`config.mk`:
```
export PLATFORM = sky130hd
export DESIGN_NAME = nnu_front
export DESIGN_NICKNAME = d
export VERILOG_FILES = /design/src/hw/rtl/nnu_pkg.sv /design/src/hw/rtl/nnu_front.sv
export SDC_FILE = /design/constraint.sdc
export NUM_CORES = 1
export LEC_CHECK = 0
export BUFFER_PORTS_ARGS = -buffer_cell sky130_fd_sc_hd__buf_2
export CAP_MARGIN = 20
export CORE_MARGIN = 3
export CORE_UTILIZATION = 38
export DETAILED_ROUTE_END_ITERATION = 10
export GPL_TIMING_DRIVEN = 0
export PLACE_DENSITY = 0.79
export SLEW_MARGIN = 20
export SYNTH_ARGS = -nofsm -noshare
export SYNTH_HDL_FRONTEND = slang
export SYNTH_SLANG_ARGS = --single-unit
export TNS_END_PERCENT = 5
```
`constraint.sdc`:
```
create_clock -name clk -period 3.6 [get_ports clk]
set_clock_uncertainty 0.2 [all_clocks]
set_input_delay 0.18 -clock clk [delete_from_list [all_inputs] [get_ports clk]]
set_output_delay 0.18 -clock clk [all_outputs]
set_load 0.05 [all_outputs]
```
`src/hw/rtl/nnu_pkg.sv`:
```
// ----------------------------------------------------------------------------
// nnu_pkg: shared definitions for the nearest-neighbor upscaler
// Field widths, register indexes, request kinds, the queue entry and the
// divider request/response structs, and the size helper functions.
// ----------------------------------------------------------------------------
package nnu_pkg;

	localparam int COLOR_W           = 32;
	localparam int POS_W             = 12;
	localparam int DIM_W             = 13;
	localparam int PROD_W            = 2 * DIM_W;
	localparam int MAX_DIM           = 4096;
	localparam int SOURCE_PIXELS_DEF = 65536;
	localparam int CFG_IDX_W         = 3;
	localparam int QUEUE_DEPTH       = 4;
	localparam int TDATA_W           = 88;

	// register indexes on the config port
	localparam logic [CFG_IDX_W-1:0] REG_SRC_WIDTH   = 3'd0;
	localparam logic [CFG_IDX_W-1:0] REG_SRC_HEIGHT  = 3'd1;
	localparam logic [CFG_IDX_W-1:0] REG_DISP_WIDTH  = 3'd2;
	localparam logic [CFG_IDX_W-1:0] REG_DISP_HEIGHT = 3'd3;
	localparam logic [CFG_IDX_W-1:0] REG_POW2_MODE   = 3'd4;

	// request kinds
	localparam logic OP_LOAD = 1'b0;
	localparam logic OP_EMIT = 1'b1;

	typedef struct packed {
		logic               op;
		logic [COLOR_W-1:0] color;
	} item_t;

	typedef struct packed {
		logic [DIM_W-1:0] src_width;
		logic [DIM_W-1:0] src_height;
		logic [DIM_W-1:0] disp_width;
		logic [DIM_W-1:0] disp_height;
		logic             pow2_mode;
	} cfg_t;

	typedef struct packed {
		logic              start;
		logic [PROD_W-1:0] dividend;
		logic [DIM_W-1:0]  divisor;
	} div_req_t;

	typedef struct packed {
		logic              done;
		logic [PROD_W-1:0] quot;
		logic [DIM_W-1:0]  rem;
	} div_rsp_t;

	// zero reads as one, anything above MAX_DIM as MAX_DIM
	function automatic logic [DIM_W-1:0] clamp_dim(input logic [DIM_W-1:0] v);
		logic [DIM_W-1:0] r;
		r = v;
		if (v == '0) begin
			r = DIM_W'(1);
		end else if (32'(v) > 32'(MAX_DIM)) begin
			r = DIM_W'(MAX_DIM);
		end
		return r;
	endfunction

	// smallest power of two not below v (v is at least one)
	function automatic logic [DIM_W:0] round_pow2(input logic [DIM_W-1:0] v);
		logic [DIM_W:0] p;
		logic           found;
		p = '0;
		found = 1'b0;
		for (int i = 0; i <= DIM_W; i++) begin
			if (!found && (((DIM_W + 1)'(1) << i) >= {1'b0, v})) begin
				p = (DIM_W + 1)'(1) << i;
				found = 1'b1;
			end
		end
		return p;
	endfunction

endpackage

```
`src/hw/rtl/nnu_front.sv`:
```
// ----------------------------------------------------------------------------
// nnu_front: request intake
// Registers each incoming request, tags it as a pixel load or an output
// pixel request and hands it to the request queue.
// ----------------------------------------------------------------------------
module nnu_front (
	input  logic                         clk,
	input  logic                         arst_n,
	input  logic                         s_tvalid,
	output logic                         s_tready,
	input  logic [nnu_pkg::COLOR_W-1:0]  s_tdata,   // [31:0] pixel_color
	input  logic                         s_tuser,   // [0] req_type
	output logic                         push,
	output nnu_pkg::item_t               push_item,
	input  logic                         full
);
	import nnu_pkg::*;

	logic  hold_valid_q;
	item_t hold_item_q;

	assign s_tready  = !hold_valid_q || !full;
	assign push      = hold_valid_q && !full;
	assign push_item = hold_item_q;

	// holding stage valid
	always_ff @(posedge clk or negedge arst_n) begin
		if (!arst_n) begin
			hold_valid_q <= 1'b0;
		end else if (s_tvalid && s_tready) begin
			hold_valid_q <= 1'b1;
		end else if (!full) begin
			hold_valid_q <= 1'b0;
		end
	end

	// classify: output requests carry no color
	always_ff @(posedge clk) begin
		if (s_tvalid && s_tready) begin
			hold_item_q.op    <= s_tuser ? OP_EMIT : OP_LOAD;
			hold_item_q.color <= s_tuser ? '0 : s_tdata;
		end
	end

endmodule

```
---- Word level (Yosys, flattened, before mapping) ----
Cells that the tools add are included.
word-level totals
  bits of input ports ..................... 37
  memory bits (writable) .................. 0
  bits in latches ......................... 0
  memory bits (read-only) ................. 0
  logic and storage cells ................. 12
  output and inout port bits .............. 35
  memories ................................ 0
  bits in registers ....................... 34
cells by class
  bitwise operators ....................... 0
  shift operators ......................... 0
  div/mod/pow operators ................... 0
  $add $sub $neg .......................... 0
  order comparisons ....................... 0
  eq/ne operators ......................... 1
  multiply operators ...................... 0
  mux-type cells .......................... 3
  reduce and logical (&&, ||, !) cells .... 5
operator list
  kind                number
  $mux 1              3
  $logic_and 1x1->1   2
  $logic_not 1->1     2
  $ne 2x1->1 const B  1
  $logic_or 1x1->1    1

---- Depth between registers and ports, before layout ----
  word-level depth ........................ 4
  depth in mapped cells ................... 2
  gate-level depth less buffers ........... 1

---- Worst setup path after synthesis ----
OpenSTA, ideal clock, no wires.
  path type ............................... register to register
  from .................................... register hold_valid_q
  to ...................................... register hold_item_q (netlist bit push_item[0]), enable pin
  period minus slack after synthesis ...... 3.476 ns
  arrival time ............................ 2.802 ns
  path buffers ............................ 0
  data required time ...................... 2.926 ns
  library setup time ...................... 0.474 ns
  setup slack ............................. 0.124 ns
  cell stages (with the launch flop) ...... 2
  cell sequence ........................... dfrtp_1 > a21boi_0
between the ends
  longest elaborated chain between the ends .. 3
RTL lines
  what                    RTL line         text
  start, declared         nnu_front.sv:19  logic hold_valid_q;
  start signal, assigned  nnu_front.sv:29  hold_valid_q <= 1'b0;
  start signal, assigned  nnu_front.sv:31  hold_valid_q <= 1'b1;
  start signal, assigned  nnu_front.sv:33  hold_valid_q <= 1'b0;
  $logic_not 1->1         nnu_front.sv:22  assign s_tready = !hold_valid_q || !full;
  $logic_or 1x1->1        nnu_front.sv:22
  $logic_and 1x1->1       nnu_front.sv:39  if (s_tvalid && s_tready) begin
  end, declared           nnu_front.sv:20  item_t hold_item_q;
No other way between the ends.
A chain may end at the register's enable or synchronous reset.

---- Worst setup path in the final report ----
  from .................................... input s_tvalid
  to ...................................... register hold_item_q (netlist bit push_item[17]), enable pin
between the ends
  longest elaborated chain between the ends .. 1
RTL lines
  what               RTL line         text
  start, declared    nnu_front.sv:9   input logic s_tvalid,
  $logic_and 1x1->1  nnu_front.sv:39
No other way between the ends.

==> impl_results.md <==
* WHS Path Cells at 2
* Most frequent cells in the layout: 71 x buf_2, 37 x dlygate4sd3_1, 33 x nor2b_1, 33 x edfxtp_1, 5 x clkbuf_4
* Minimum clock period at 1.61 ns
* CTS resizes at 0
* CTS Buf Count at 5
* Cell Area, Synth at about 1300 um^2
* Cells on worst reg2reg path at 2
* Max H-tree Level at 2
* CP Launch Type: input pin
* Routed Antenna Nets at 0
* Max incr delay on CP at just over 0.5 ns
* Clk_lat worst skew at 0.31 ns
* Non-filler instance count after layout at roughly 230
* Leakage at just over 0.9 nW
* Worst-margin pin slew at 0.442 ns
* I/O Buffers at 71
* WP data required at approximately 3.4 ns
* WL final at roughly 3 mm
* Cells after synthesis at 73
* Largest net degree at the start of global routing at 24
* Maximum VDD drop at about 0.21 mV
* Max Slew Vio Count at 0
* Total GRT Usage at 16.6%
* Slew headroom at 70.5%
* Final total power at approximately 850 uW
* Routability Congestion at around 0.75
* Die area at roughly 4100 um^2
* Yosys top cell area share at between 70% and 80%
* Syn Area/Cell at around 17 um^2
* CTS Root Cell: clkbuf_4
* Number of synthesis warnings at 0
* Main area contributors after synthesis: edfxtp_1 78%, nor2b_1 16%, dfrtp_1 2.0%, buf_4 1.8%, a21boi_0 0.59%
* Count of final setup violators at 0
* Max cap viols at 0
* Layout Area Growth over Synthesis at 69.1%
* Routed vias/inst at approximately 4.2
* Fraction of layout cells with a size suffix above 1 at 43.7%
* CP Class: in2reg
* Setup crit end kind: flip-flop
* Total number of vias at approximately 1000
* Drt first pass iters at 3
* Final Hold Viols at 0
* Clock-pin slew on the worst setup and hold paths at about 0.10 ns
* Clock Path Buffers at 2
* RSZ-0062 raised after global routing: no
* Max Freq at between 600 and 700 MHz
* Period Utilization, post-route at around 45%
* # clock sinks at 34
* Core Area at 3100 um^2
* Floorplan row count at 20
* TritonCTS clock tree: done
* Final #Nets at around 230
* CP max FO at 23
* Setup bufs post-CTS at 0
* Placed insts at around 190
* R2R Setup Slk at slightly above 2 ns
* Top-level I/O count at 72
* CTS Hold Bufs at 36
* Initial DRC count at 19
* Commonest non-fill, non-tap cell in the layout: buf_2
* Diode count at 0
* Initial core utilization at about two fifths
* Gr ovfl total at 0
* Slowest-stage cell, CP: dlygate4sd3_1
* CP Cell Sequence: dlygate4sd3_1, buf_2, a21boi_4, buf_16
* Die width at 63.7 um
* HPWL after DPL at between 2 and 2.5 mm
* Vias in the first global route at roughly 1100
* Worst path arrival time at around 1.5 ns
* Synth Register Bits at 34
* Drt wl/cell at roughly 13 um
* Initial antenna violation count at 0
* Syn Nets at 110
* Pwr Density at about 400 nW/um^2
* Netlist cell types at 7
* HP Class: in2reg
* Status: finished clean
* First-pass GRT wire length at between 4 and 5 mm
* Post-synthesis sequential area ratio at between 80% and 90%
* Die Y-Extent at around 64 um
* DRC viols at 0
* Cell taking the most area after synthesis: edfxtp_1
-- registers in the layout, summed over array words and instances, names as in the netlist --
register      cells
push_item        33
hold_valid_q      1
-- worst paths after layout --
path,from,end
max in group asynchronous,arst_n,hold_valid_q
hold reg to reg,hold_valid_q,push_item[3]
setup / recovery,s_tvalid,push_item[17]
hold / removal,full,push_item[3]
setup reg to reg,hold_valid_q,push_item[17]
min in group asynchronous,arst_n,hold_valid_q
-- cells by family (layout without fill, tap and decap cells) --
group / count (synthesis) / after routing / synth area share (%)
flops: 34 / 34 / 80.4
simple gates: 34 / 34 / 16.6
buf+inv: 3 / 120 / 1.78
compound gates: 2 / 2 / 1.19
-- worst max-delay path: cells and delay by family --
kind | cells | cell delay, ns
buffers and inverters | 3 | 0.84
AOI/OAI and AO/OA | 1 | 0.41
-- through the flow --
step | cell area (um^2) | hold slack, ns | setup slack (ns) | TNS [ns] | util, %
final | 2140 | 0.110 | 1.99 | 0 | 68.9
after detailed placement | 1710 | -0.243 | 2.04 | 0 | 55.2
after global placement | 1670 | -0.245 | -0.485 | -15.96 | 54.0
after global routing | 2140 | 0.101 | 1.91 | 0 | 68.9
after floorplan | 1260 | -0.316 | 0.124 | 0 | -
after CTS | 2130 | 0.0147 | 1.99 | 0 | 68.5
-- synth_stat cells --
library cell	n
a21boi_0	1
nor2b_1	33
a21o_1	1
edfxtp_1	33
buf_4	3
dfrtp_1	1
nand2_1	1
-- layer usage --
layer  up-vias  part of all wire, %  routed length, um  track usage [%]
met1       457                   34                992             15.1
met3         8                  5.6                163             4.46
met5         -                    0                  0                0
met2        42                   58               1690             32.5
met4         0                  2.9                 86             8.89
li1        485                    -                  -                -
-- final cells by class --
class | instances | area [um^2]
timing repair buffer | 109 | 753
tap | 44 | 55.1
sequential | 34 | 1020
multi-input combinational | 36 | 236
clock inverter | 3 | 16.3
buffer | 3 | 22.5
clock buffer | 5 | 37.5
fill | 240 | 966
-- report_power, final --
part           switching, mW  leakage (nW)  internal, mW  total [mW]
clock                  0.118        0.0286        0.0725       0.190
sequential           0.00638         0.334         0.461       0.467
combinational          0.119         0.555        0.0720       0.191
total                  0.244         0.918         0.606       0.849
No activity file was read; power rests on OpenSTA's default activity.
