File: src/hw/rtl/nnu_pkg.sv
// ----------------------------------------------------------------------------
// nnu_pkg: shared definitions for the nearest-neighbor upscaler
// Field widths, register indexes, request kinds, the queue entry and the
// divider request/response structs, and the size helper functions.
// ----------------------------------------------------------------------------
package nnu_pkg;

	localparam int COLOR_W           = 32;
	localparam int POS_W             = 12;
	localparam int DIM_W             = 13;
	localparam int PROD_W            = 2 * DIM_W;
	localparam int MAX_DIM           = 4096;
	localparam int SOURCE_PIXELS_DEF = 65536;
	localparam int CFG_IDX_W         = 3;
	localparam int QUEUE_DEPTH       = 4;
	localparam int TDATA_W           = 88;

	// register indexes on the config port
	localparam logic [CFG_IDX_W-1:0] REG_SRC_WIDTH   = 3'd0;
	localparam logic [CFG_IDX_W-1:0] REG_SRC_HEIGHT  = 3'd1;
	localparam logic [CFG_IDX_W-1:0] REG_DISP_WIDTH  = 3'd2;
	localparam logic [CFG_IDX_W-1:0] REG_DISP_HEIGHT = 3'd3;
	localparam logic [CFG_IDX_W-1:0] REG_POW2_MODE   = 3'd4;

	// request kinds
	localparam logic OP_LOAD = 1'b0;
	localparam logic OP_EMIT = 1'b1;

	typedef struct packed {
		logic               op;
		logic [COLOR_W-1:0] color;
	} item_t;

	typedef struct packed {
		logic [DIM_W-1:0] src_width;
		logic [DIM_W-1:0] src_height;
		logic [DIM_W-1:0] disp_width;
		logic [DIM_W-1:0] disp_height;
		logic             pow2_mode;
	} cfg_t;

	typedef struct packed {
		logic              start;
		logic [PROD_W-1:0] dividend;
		logic [DIM_W-1:0]  divisor;
	} div_req_t;

	typedef struct packed {
		logic              done;
		logic [PROD_W-1:0] quot;
		logic [DIM_W-1:0]  rem;
	} div_rsp_t;

	// zero reads as one, anything above MAX_DIM as MAX_DIM
	function automatic logic [DIM_W-1:0] clamp_dim(input logic [DIM_W-1:0] v);
		logic [DIM_W-1:0] r;
		r = v;
		if (v == '0) begin
			r = DIM_W'(1);
		end else if (32'(v) > 32'(MAX_DIM)) begin
			r = DIM_W'(MAX_DIM);
		end
		return r;
	endfunction

	// smallest power of two not below v (v is at least one)
	function automatic logic [DIM_W:0] round_pow2(input logic [DIM_W-1:0] v);
		logic [DIM_W:0] p;
		logic           found;
		p = '0;
		found = 1'b0;
		for (int i = 0; i <= DIM_W; i++) begin
			if (!found && (((DIM_W + 1)'(1) << i) >= {1'b0, v})) begin
				p = (DIM_W + 1)'(1) << i;
				found = 1'b1;
			end
		end
		return p;
	endfunction

endpackage

File: src/hw/rtl/nnu_queue.sv
// ----------------------------------------------------------------------------
// nnu_queue: request queue
// Short FIFO between intake and execution so either side can stall alone.
// ----------------------------------------------------------------------------
module nnu_queue (
	input  logic           clk,
	input  logic           arst_n,
	input  logic           push,
	input  nnu_pkg::item_t push_item,
	output logic           full,
	output logic           head_valid,
	output nnu_pkg::item_t head_item,
	input  logic           pop
);
	import nnu_pkg::*;

	localparam int PTR_W = $clog2(QUEUE_DEPTH);
	localparam int CNT_W = $clog2(QUEUE_DEPTH + 1);

	item_t            entry_q [QUEUE_DEPTH];
	logic [PTR_W-1:0] wr_ptr_q;
	logic [PTR_W-1:0] rd_ptr_q;
	logic [CNT_W-1:0] count_q;
	logic             do_push;
	logic             do_pop;

	assign full       = count_q == CNT_W'(QUEUE_DEPTH);
	assign head_valid = count_q != '0;
	assign head_item  = entry_q[rd_ptr_q];
	assign do_push    = push && !full;
	assign do_pop     = pop && head_valid;

	// pointers and fill level
	always_ff @(posedge clk or negedge arst_n) begin
		if (!arst_n) begin
			wr_ptr_q <= '0;
			rd_ptr_q <= '0;
			count_q  <= '0;
		end else begin
			if (do_push) begin
				wr_ptr_q <= wr_ptr_q + PTR_W'(1);
			end
			if (do_pop) begin
				rd_ptr_q <= rd_ptr_q + PTR_W'(1);
			end
			case ({do_push, do_pop})
				2'b10:   count_q <= count_q + CNT_W'(1);
				2'b01:   count_q <= count_q - CNT_W'(1);
				default: count_q <= count_q;
			endcase
		end
	end

	// entry storage
	always_ff @(posedge clk) begin
		if (do_push) begin
			entry_q[wr_ptr_q] <= push_item;
		end
	end

endmodule

File: config.mk
export PLATFORM = sky130hd
export DESIGN_NAME = nnu_queue
export DESIGN_NICKNAME = d
export VERILOG_FILES = /design/src/hw/rtl/nnu_pkg.sv /design/src/hw/rtl/nnu_queue.sv
export SDC_FILE = /design/constraint.sdc
export NUM_CORES = 1
export LEC_CHECK = 0
export ABC_AREA = 0
export ABC_CLOCK_PERIOD_IN_PS = 2200
export BUFFER_PORTS_ARGS = -buffer_cell sky130_fd_sc_hd__buf_2
export CAP_MARGIN = 20
export CORE_AREA = 2 2 145 111
export DETAILED_ROUTE_END_ITERATION = 10
export DIE_AREA = 0 0 147 113
export GPL_ROUTABILITY_DRIVEN = 0
export PLACE_DENSITY_LB_ADDON = 0.2
export SYNTH_ARGS = -nofsm -noshare
export SYNTH_HDL_FRONTEND = slang
export SYNTH_SLANG_ARGS = --single-unit
File: constraint.sdc
create_clock -name clk -period 2.2 [get_ports clk]
set_clock_uncertainty 0.1 [all_clocks]
set_input_delay 0.44 -clock clk [delete_from_list [all_inputs] [get_ports clk]]
set_output_delay 0.44 -clock clk [all_outputs]
set_load 0.05 [all_outputs]
# Yosys cells after proc, flatten, opt, wreduce, memory -nomap -nowiden
# Memories as Yosys holds them, arrays and structs flattened.
# Cells that the tools add are included.
# totals
ramBits	132
mem_count	1
output_inout_bits	35
inputBits	37
register_bits	7
elab_cells	19
# memory_table
name	words	width	read_ports	rd_clocked_by_memory_dff	write_ports	line_no	text
entry_q	4	33	1	0	1	nnu_queue.sv:20	item_t entry_q [QUEUE_DEPTH];
# classes
mux	3
reduce_logical	5
addsub	4
eq_ne	3
# ops
op	n
case mux 3 bit (2 select lines)	1
adder 2 x 1 -> 2 bit, second input constant	2
adder 3 x 1 -> 3 bit, second input constant	1
== test 3 bit, second input constant	1
nonzero test 3 bit	1
subtractor 3 x 1 -> 3 bit, second input constant	1
== test 2 x 1 -> 1 bit, second input constant	1
== test 2 bit, second input constant	1
logical AND 1 bit	2
two-way mux 1 bit	2
nonzero test 2 bit	1
logical NOT 1 bit	1

# Depth between registers and ports, before layout
# Gate-level depths: netlist (run 1).
# depth
ltp_word	5
ltp_mapped	9

# Least setup slack after synthesis (run 1)
# OpenSTA, ideal clock, no wires.
# synth_timing
path_kind	reg-to-reg
from	register count_q[0]
to	register count_q[2]
path_buffers	0
setup_time_ps	79
t_arrival_ps	2369
path_slack_ps	-348
stages_incl_launch_ff	10
cell_sequence	dfrtp_1 > nor3b_2 > nor2b_2 > inv_1 > ha_1 > inv_1 > fa_1 > xor2_1 > nor2_1 > xor2_1
# synth_via
elab_chain_cells	5
# synth_lines
item	line_no	text
start: declaration	nnu_queue.sv:23	logic [CNT_W-1:0] count_q;
start signal: assignment	nnu_queue.sv:47	2'b10: count_q <= count_q + CNT_W'(1);
start signal: assignment	nnu_queue.sv:48	2'b01: count_q <= count_q - CNT_W'(1);
start signal: assignment	nnu_queue.sv:49	default: count_q <= count_q;
== test 3 bit *	nnu_queue.sv:27	assign full = count_q == CNT_W'(QUEUE_DEPTH);
via full	nnu_queue.sv:10	output logic full,
logical NOT 1 bit *	nnu_queue.sv:30	assign do_push = push && !full;
logical AND 1 bit *	nnu_queue.sv:30	
== test 2 x 1 -> 1 bit or == test 2 bit (tied branches)	nnu_queue.sv:46	case ({do_push, do_pop})
case mux 3 bit (2 select lines) or nonzero test 2 bit (tied branches)	n/a	
# The timed path passes the listed nets; every way through them passes the cells marked *.
# A chain may end at the register's enable or synchronous reset.

==> impl_metrics.json, run 1 <==
{
  "core_sq_um": 15100,
  "syn_to_final_growth_pct": 33.2,
  "cts_max_level": 4,
  "layout-drive-gt1-share": 0.512,
  "synth.most_common_cell": "edfxtp_1",
  "cts_buffers": 17,
  "dp.cells": 491,
  "port_buffers": 71,
  "synth_edf_count": 132,
  "worst_ep_arrival_time_ns": 1.81,
  "path_class": "reg2out",
  "synth_area_per_cell_sq_um": 25.0,
  "synth-seq-cells": 139,
  "async_flop_share": 0.0504,
  "antenna_found_initial": 1,
  "ant_nets": 0,
  "clockBufferDepth": 2,
  "grt_pass1_wl_microns": 15200,
  "num_io_pins": 72,
  "grt_max_degree": 25,
  "clock_latency_ns": 0.41,
  "die-area_sq_um": 16600,
  "crit_path_end_kind": "output port",
  "total_power_mw": 11.6,
  "synth_flop_cell": "edfxtp_1",
  "synth_area_sq_um": 5240,
  "crit_chain": "buf_12 -> buf_16 -> mux4_2 -> buf_8",
  "root_buffer": "clkbuf_16",
  "yosysSeqAreaShare": 0.790,
  "routed_wirelength_microns": 9990,
  "synth_area_leaders": "edfxtp_1 (76%), mux4_2 (12%), dfrtp_1 (3.3%)",
  "nNetsFinal": 358,
  "peakVddDrop_v": 0.000772,
  "required_ns": 1.66,
  "cp_max_fo": 6,
  "finalMaxSlewViolations": 0,
  "finalCritPeriodShare": 1.07,
  "overflow": 0,
  "setup_viol": 33,
  "wl_met1_microns": 4490,
  "yosys.area.top_type_share": 0.756,
  "die-height_microns": 113,
  "status": "finished, violations left",
  "tritoncts": "done",
  "yosys-top-cells-count": "edfxtp_1 (132), mux4_2 (28), dfrtp_1 (7)",
  "crit_slowest_cell": "mux4_2",
  "yosys.area.top_type": "edfxtp_1",
  "wl_met2_microns": 4910,
  "firstDrtPassIters": 4,
  "vias": 2432,
  "grt_pass1_vias": 2642,
  "startpoint_type": "flip-flop",
  "placementRows": 39,
  "wl_per_cell_microns": 18.7,
  "power_density_nw_per_um2": 1670,
  "top_layer_used": "met5",
  "wl_met3_microns": 444,
  "dp_hpwl_microns": 6190,
  "syn_inst": 210,
  "layout_setup_ws_ns": -0.154,
  "cp_slowest_stage_delay_ns": 0.56,
  "die_w_microns": 147,
  "clk_pin_slew_worst_paths_ns": 0.06,
  "critPathTopFamily": "multiplexers",
  "fin_cells": 533,
  "clock_sinks": 139,
  "hold_viol": 0,
  "clock.fmax_mhz": 425,
  "grt_usage": 0.128,
  "drtIter0Drc": 77,
  "yosysUniqueCellTypes": 21,
  "initial_core_util": 0.346,
  "timing.setup.tns_ns": -3.52,
  "final.min_clock_period_ns": 2.35,
  "path_buf_inv": 3,
  "hold_path.class": "in2reg",
  "synth_warnings": 0,
  "viasPerCell": 4.56,
  "power.leakage_nw": 2.47,
  "antenna_cells": 0,
  "syn_nets": 253,
  "drc": 0,
  "violations": "setup timing",
  "whs_ns": 0.144,
  "tightest_slew_ns": 0.302,
  "grt_setup_unrepaired": "yes",
  "max-slew-margin-rel": 0.799,
  "cap_violations": 0
}
## cell usage in the layout, fill, tap and decap left out, drive strengths merged, types with 2 or more instances in the layout
cell type | synthesis | final
clkinvlp | 0 | 2
ha | 5 | 5
mux4 | 33 | 33
bufinv | 0 | 3
inv | 6 | 12
and2 | 4 | 4
buf | 8 | 92
xnor2 | 3 | 3
edfxtp | 132 | 132
xor2 | 3 | 3
dfrtp | 7 | 7
clkbuf | 0 | 19
clkinv | 0 | 3
## metal layers
metal  GRT usage  vias up
li1            -     1085
met1       0.167     1270
met2       0.203       60
met3      0.0379       15
met4      0.0558        2
met5           0        -
## cell type report
class,instances,area (sq um)
repair buffers,94,962
clock inverters,14,183
multi-input cells,57,985
clock buffers,18,429
flip-flops and latches,139,4140
fillers,1285,8150
well taps,205,256
inverters,6,22.5
## sequential cells by signal, indices dropped and copies added (netlist names)
| register | cells |
|---|---|
| entry_q | 132 |
| count_q | 3 |
| rd_ptr_q | 2 |
| wr_ptr_q | 2 |
## power by group
| group | total (mW) | internal (mW) | switching [mW] |
|---|---|---|---|
| Combinational | 5.01 | 2.16 | 2.85 |
| Clock | 2.92 | 1.81 | 1.11 |
| Sequential | 3.69 | 3.51 | 0.182 |
| Total | 11.6 | 7.49 | 4.14 |
## stage by stage
stage	utilization	area [sq um]	worst slack, ns
global placement	0.395	5980	0.239
detailed placement	0.395	5980	0.202
floorplan	-	5250	-0.101
global route	0.461	6980	-0.216
finish	0.461	6980	-0.154
CTS	0.460	6950	-0.175
## worst register-to-register path, delay by kind of cell (launching register included)
kind          cells  cell delay, ns
xor+xnor          2            0.28
fa+ha+maj         2            0.51
flops             1            0.44
buf+inv           2            0.12
simple gates      3            0.45
## repair_timing
action,4_1_cts,5_1_grt
endpoints found under the setup margin,33,33
hold buffers,1,0
gates cloned,3,1
endpoints found under the hold margin,7,0
resized for setup,82,0
setup buffers,6,0
## logic make-up after synthesis
kind of cell	after synthesis	share of synthesized area
flip-flops	139	0.790
AO/OA/AOI/OAI	1	0.00167
AND/OR/NAND/NOR	9	0.0115
multiplexers	35	0.149
adder cells (fa/ha/maj)	6	0.0158
XOR/XNOR	6	0.0100
buffers and inverters	14	0.0217
## path summary, 6_finish.rpt
check                      cells past startpoint          start        endpoint  slack, ns
setup reg to reg                               9     count_q[0]      count_q[2]       0.22
hold reg to reg                                1     count_q[2]      count_q[2]       0.43
min in group asynchronous                      2         arst_n     wr_ptr_q[1]       0.30
hold / removal                                 1  push_item[12]  entry_q[1][12]       0.14
max in group asynchronous                      2         arst_n     rd_ptr_q[0]       1.51
setup / recovery                               4    rd_ptr_q[0]    head_item[9]      -0.15
Power figures use the tool's default switching activity.
==> run 2, diff against run 1 <==
--- a/config.mk
+++ b/config.mk
@@ -9,9 +9,9 @@
 export ABC_CLOCK_PERIOD_IN_PS = 2200
 export BUFFER_PORTS_ARGS = -buffer_cell sky130_fd_sc_hd__buf_2
 export CAP_MARGIN = 20
-export CORE_AREA = 2 2 145 111
+export CORE_AREA = 2 2 121 93
 export DETAILED_ROUTE_END_ITERATION = 10
-export DIE_AREA = 0 0 147 113
+export DIE_AREA = 0 0 123 95
 export GPL_ROUTABILITY_DRIVEN = 0
 export PLACE_DENSITY_LB_ADDON = 0.2
 export SYNTH_ARGS = -nofsm -noshare
==> run 2 against run 1 <==
  * The flow still finishes with violations (setup timing)
  * Highest routed layer unchanged
  * Combinational power down 8.0%
  * Final area decreased by 4.2%
  * Sequential power hardly changed
  * Power down 5.8%
  * First-iteration DRC count grew 61%
  * Hold slack improved by 0.0064 ns
  * Die area decreased by 30%
  * Setup slack better by 0.022 ns
  * Critical path type unchanged
  * Via count is 1.2% lower
  * Critical path depth did not move
==> impl_metrics.json, run 2 (synthesis gave the netlist of run 1 again) <==
{
  "viasPerCell": 5.19,
  "nNetsFinal": 354,
  "peakVddDrop_v": 0.000863,
  "largest_reg_flops": 132,
  "critPathTopFamily": "multiplexers",
  "layout_commonest_cell": "edfxtp_1",
  "antenna_found_initial": 2,
  "path_class": "reg2out",
  "tritoncts": "done",
  "cp_slowest_stage_delay_ns": 0.52,
  "power.leakage_nw": 2.37,
  "setup_viol": 33,
  "cts_buffers": 17,
  "clock_sinks": 139,
  "worst_ep_arrival_time_ns": 1.79,
  "wl_per_cell_microns": 19.3,
  "clockBufferDepth": 2,
  "placementRows": 33,
  "crit_slowest_cell": "mux4_2",
  "startpoint_type": "flip-flop",
  "clk_pin_slew_worst_paths_ns": 0.05,
  "final.min_clock_period_ns": 2.33,
  "finalCritPeriodShare": 1.06,
  "cap_violations": 0,
  "layout-drive-gt1-share": 0.498,
  "violations": "setup timing",
  "port_buffers": 71,
  "ant_nets": 0,
  "status": "finished, violations left",
  "syn_to_final_growth_pct": 27.5,
  "tightest_slew_ns": 0.256,
  "dp_hpwl_microns": 5270,
  "initial_core_util": 0.492,
  "power_density_nw_per_um2": 1640,
  "path_buf_inv": 3,
  "grt_pass1_vias": 2434,
  "max-slew-margin-rel": 0.828,
  "drc": 0,
  "required_ns": 1.66,
  "num_io_pins": 72,
  "cp_max_fo": 8,
  "clock_latency_ns": 0.40,
  "firstDrtPassIters": 4,
  "core_sq_um": 10700,
  "grt_usage": 0.164,
  "grt_setup_unrepaired": "yes",
  "die_w_microns": 123,
  "finalMaxSlewViolations": 0,
  "clock.fmax_mhz": 429,
  "hold_viol": 0,
  "drtIter0Drc": 124,
  "largest-register": "entry_q",
  "root_buffer": "clkbuf_16",
  "grt_max_degree": 32,
  "hold_path.class": "in2reg",
  "placed_area_sq_um": 5860,
  "design_area_sq_um": 6680,
  "overflow": 0,
  "die-height_microns": 95,
  "antenna_cells": 0,
  "reg_top3": "entry_q: 132 flops, count_q: 3 flops",
  "dpl_worst_slack_ns": 0.193,
  "cts_max_level": 4,
  "die-area_sq_um": 11700,
  "vias": 2403,
  "grt_pass1_wl_microns": 13400,
  "routed_wirelength_microns": 8950,
  "crit_chain": "buf_4 -> clkbuf_16 -> mux4_2 -> buf_6",
  "mostFrequentLayoutCells": "edfxtp_1 (132), buf_2 (38), mux4_2 (33)",
  "layout_setup_ws_ns": -0.132,
  "crit_path_end_kind": "output port"
}
## run 2: layout make-up
cell class / instances / area, sq um
Sequential cell: 139 / 4140
Fill cell: 748 / 3970
Multi-Input combinational cell: 57 / 985
Timing Repair Buffer: 90 / 803
Clock inverter: 14 / 130
Tap cell: 140 / 175
Clock buffer: 17 / 425
Inverter: 6 / 22.5
## run 2: what timing repair did
item | in CTS | in global routing
pin swaps | 0 | 0
endpoints found under the hold margin | 7 | 0
gates cloned | 0 | 2
hold buffers | 1 | 0
endpoints found under the setup margin | 33 | 33
gates resized for setup | 44 | 34
buffers inserted | 0 | 5
## run 2: power breakdown
group          internal (mW)  switching, mW  total (mW)
Clock                   1.64           1.01        2.65
Combinational           1.89           2.72        4.61
Sequential              3.51          0.174        3.69
Total                   7.04           3.91        10.9
## run 2: path summary, 6_finish.rpt
check	endpoint	slack, ns	cells after the start	startpoint
worst max-delay path	head_item[32]	-0.13	4	rd_ptr_q[0]
min in group asynchronous	count_q[1]	0.29	2	arst_n
max in group asynchronous	rd_ptr_q[1]	1.53	2	arst_n
worst max register to register	count_q[2]	0.18	9	count_q[0]
worst min register to register	count_q[2]	0.42	1	count_q[2]
worst min-delay path	entry_q[2][1]	0.15	1	push_item[1]
## run 2: per-stage QoR
stage / TNS (ns) / util / cells / hold slack, ns / power, mW
floorplan: -0.101 / - / 210 / 0.0444 / 6.78
global placement: 0 / 0.550 / 425 / 0.190 / 7.65
detailed placement: 0 / 0.550 / 425 / 0.191 / 7.67
CTS: -3.56 / 0.614 / 457 / 0.133 / 10.7
global route: -5.44 / 0.627 / 463 / 0.132 / 11.4
finish: -3.16 / 0.627 / 463 / 0.150 / 10.9
## run 2: layer usage
metal | wire [microns] | GRT usage
met1 | 3930 | 0.213
met2 | 4430 | 0.253
met3 | 475 | 0.0628
met4 | 93 | 0.0653
met5 | 21 | 0
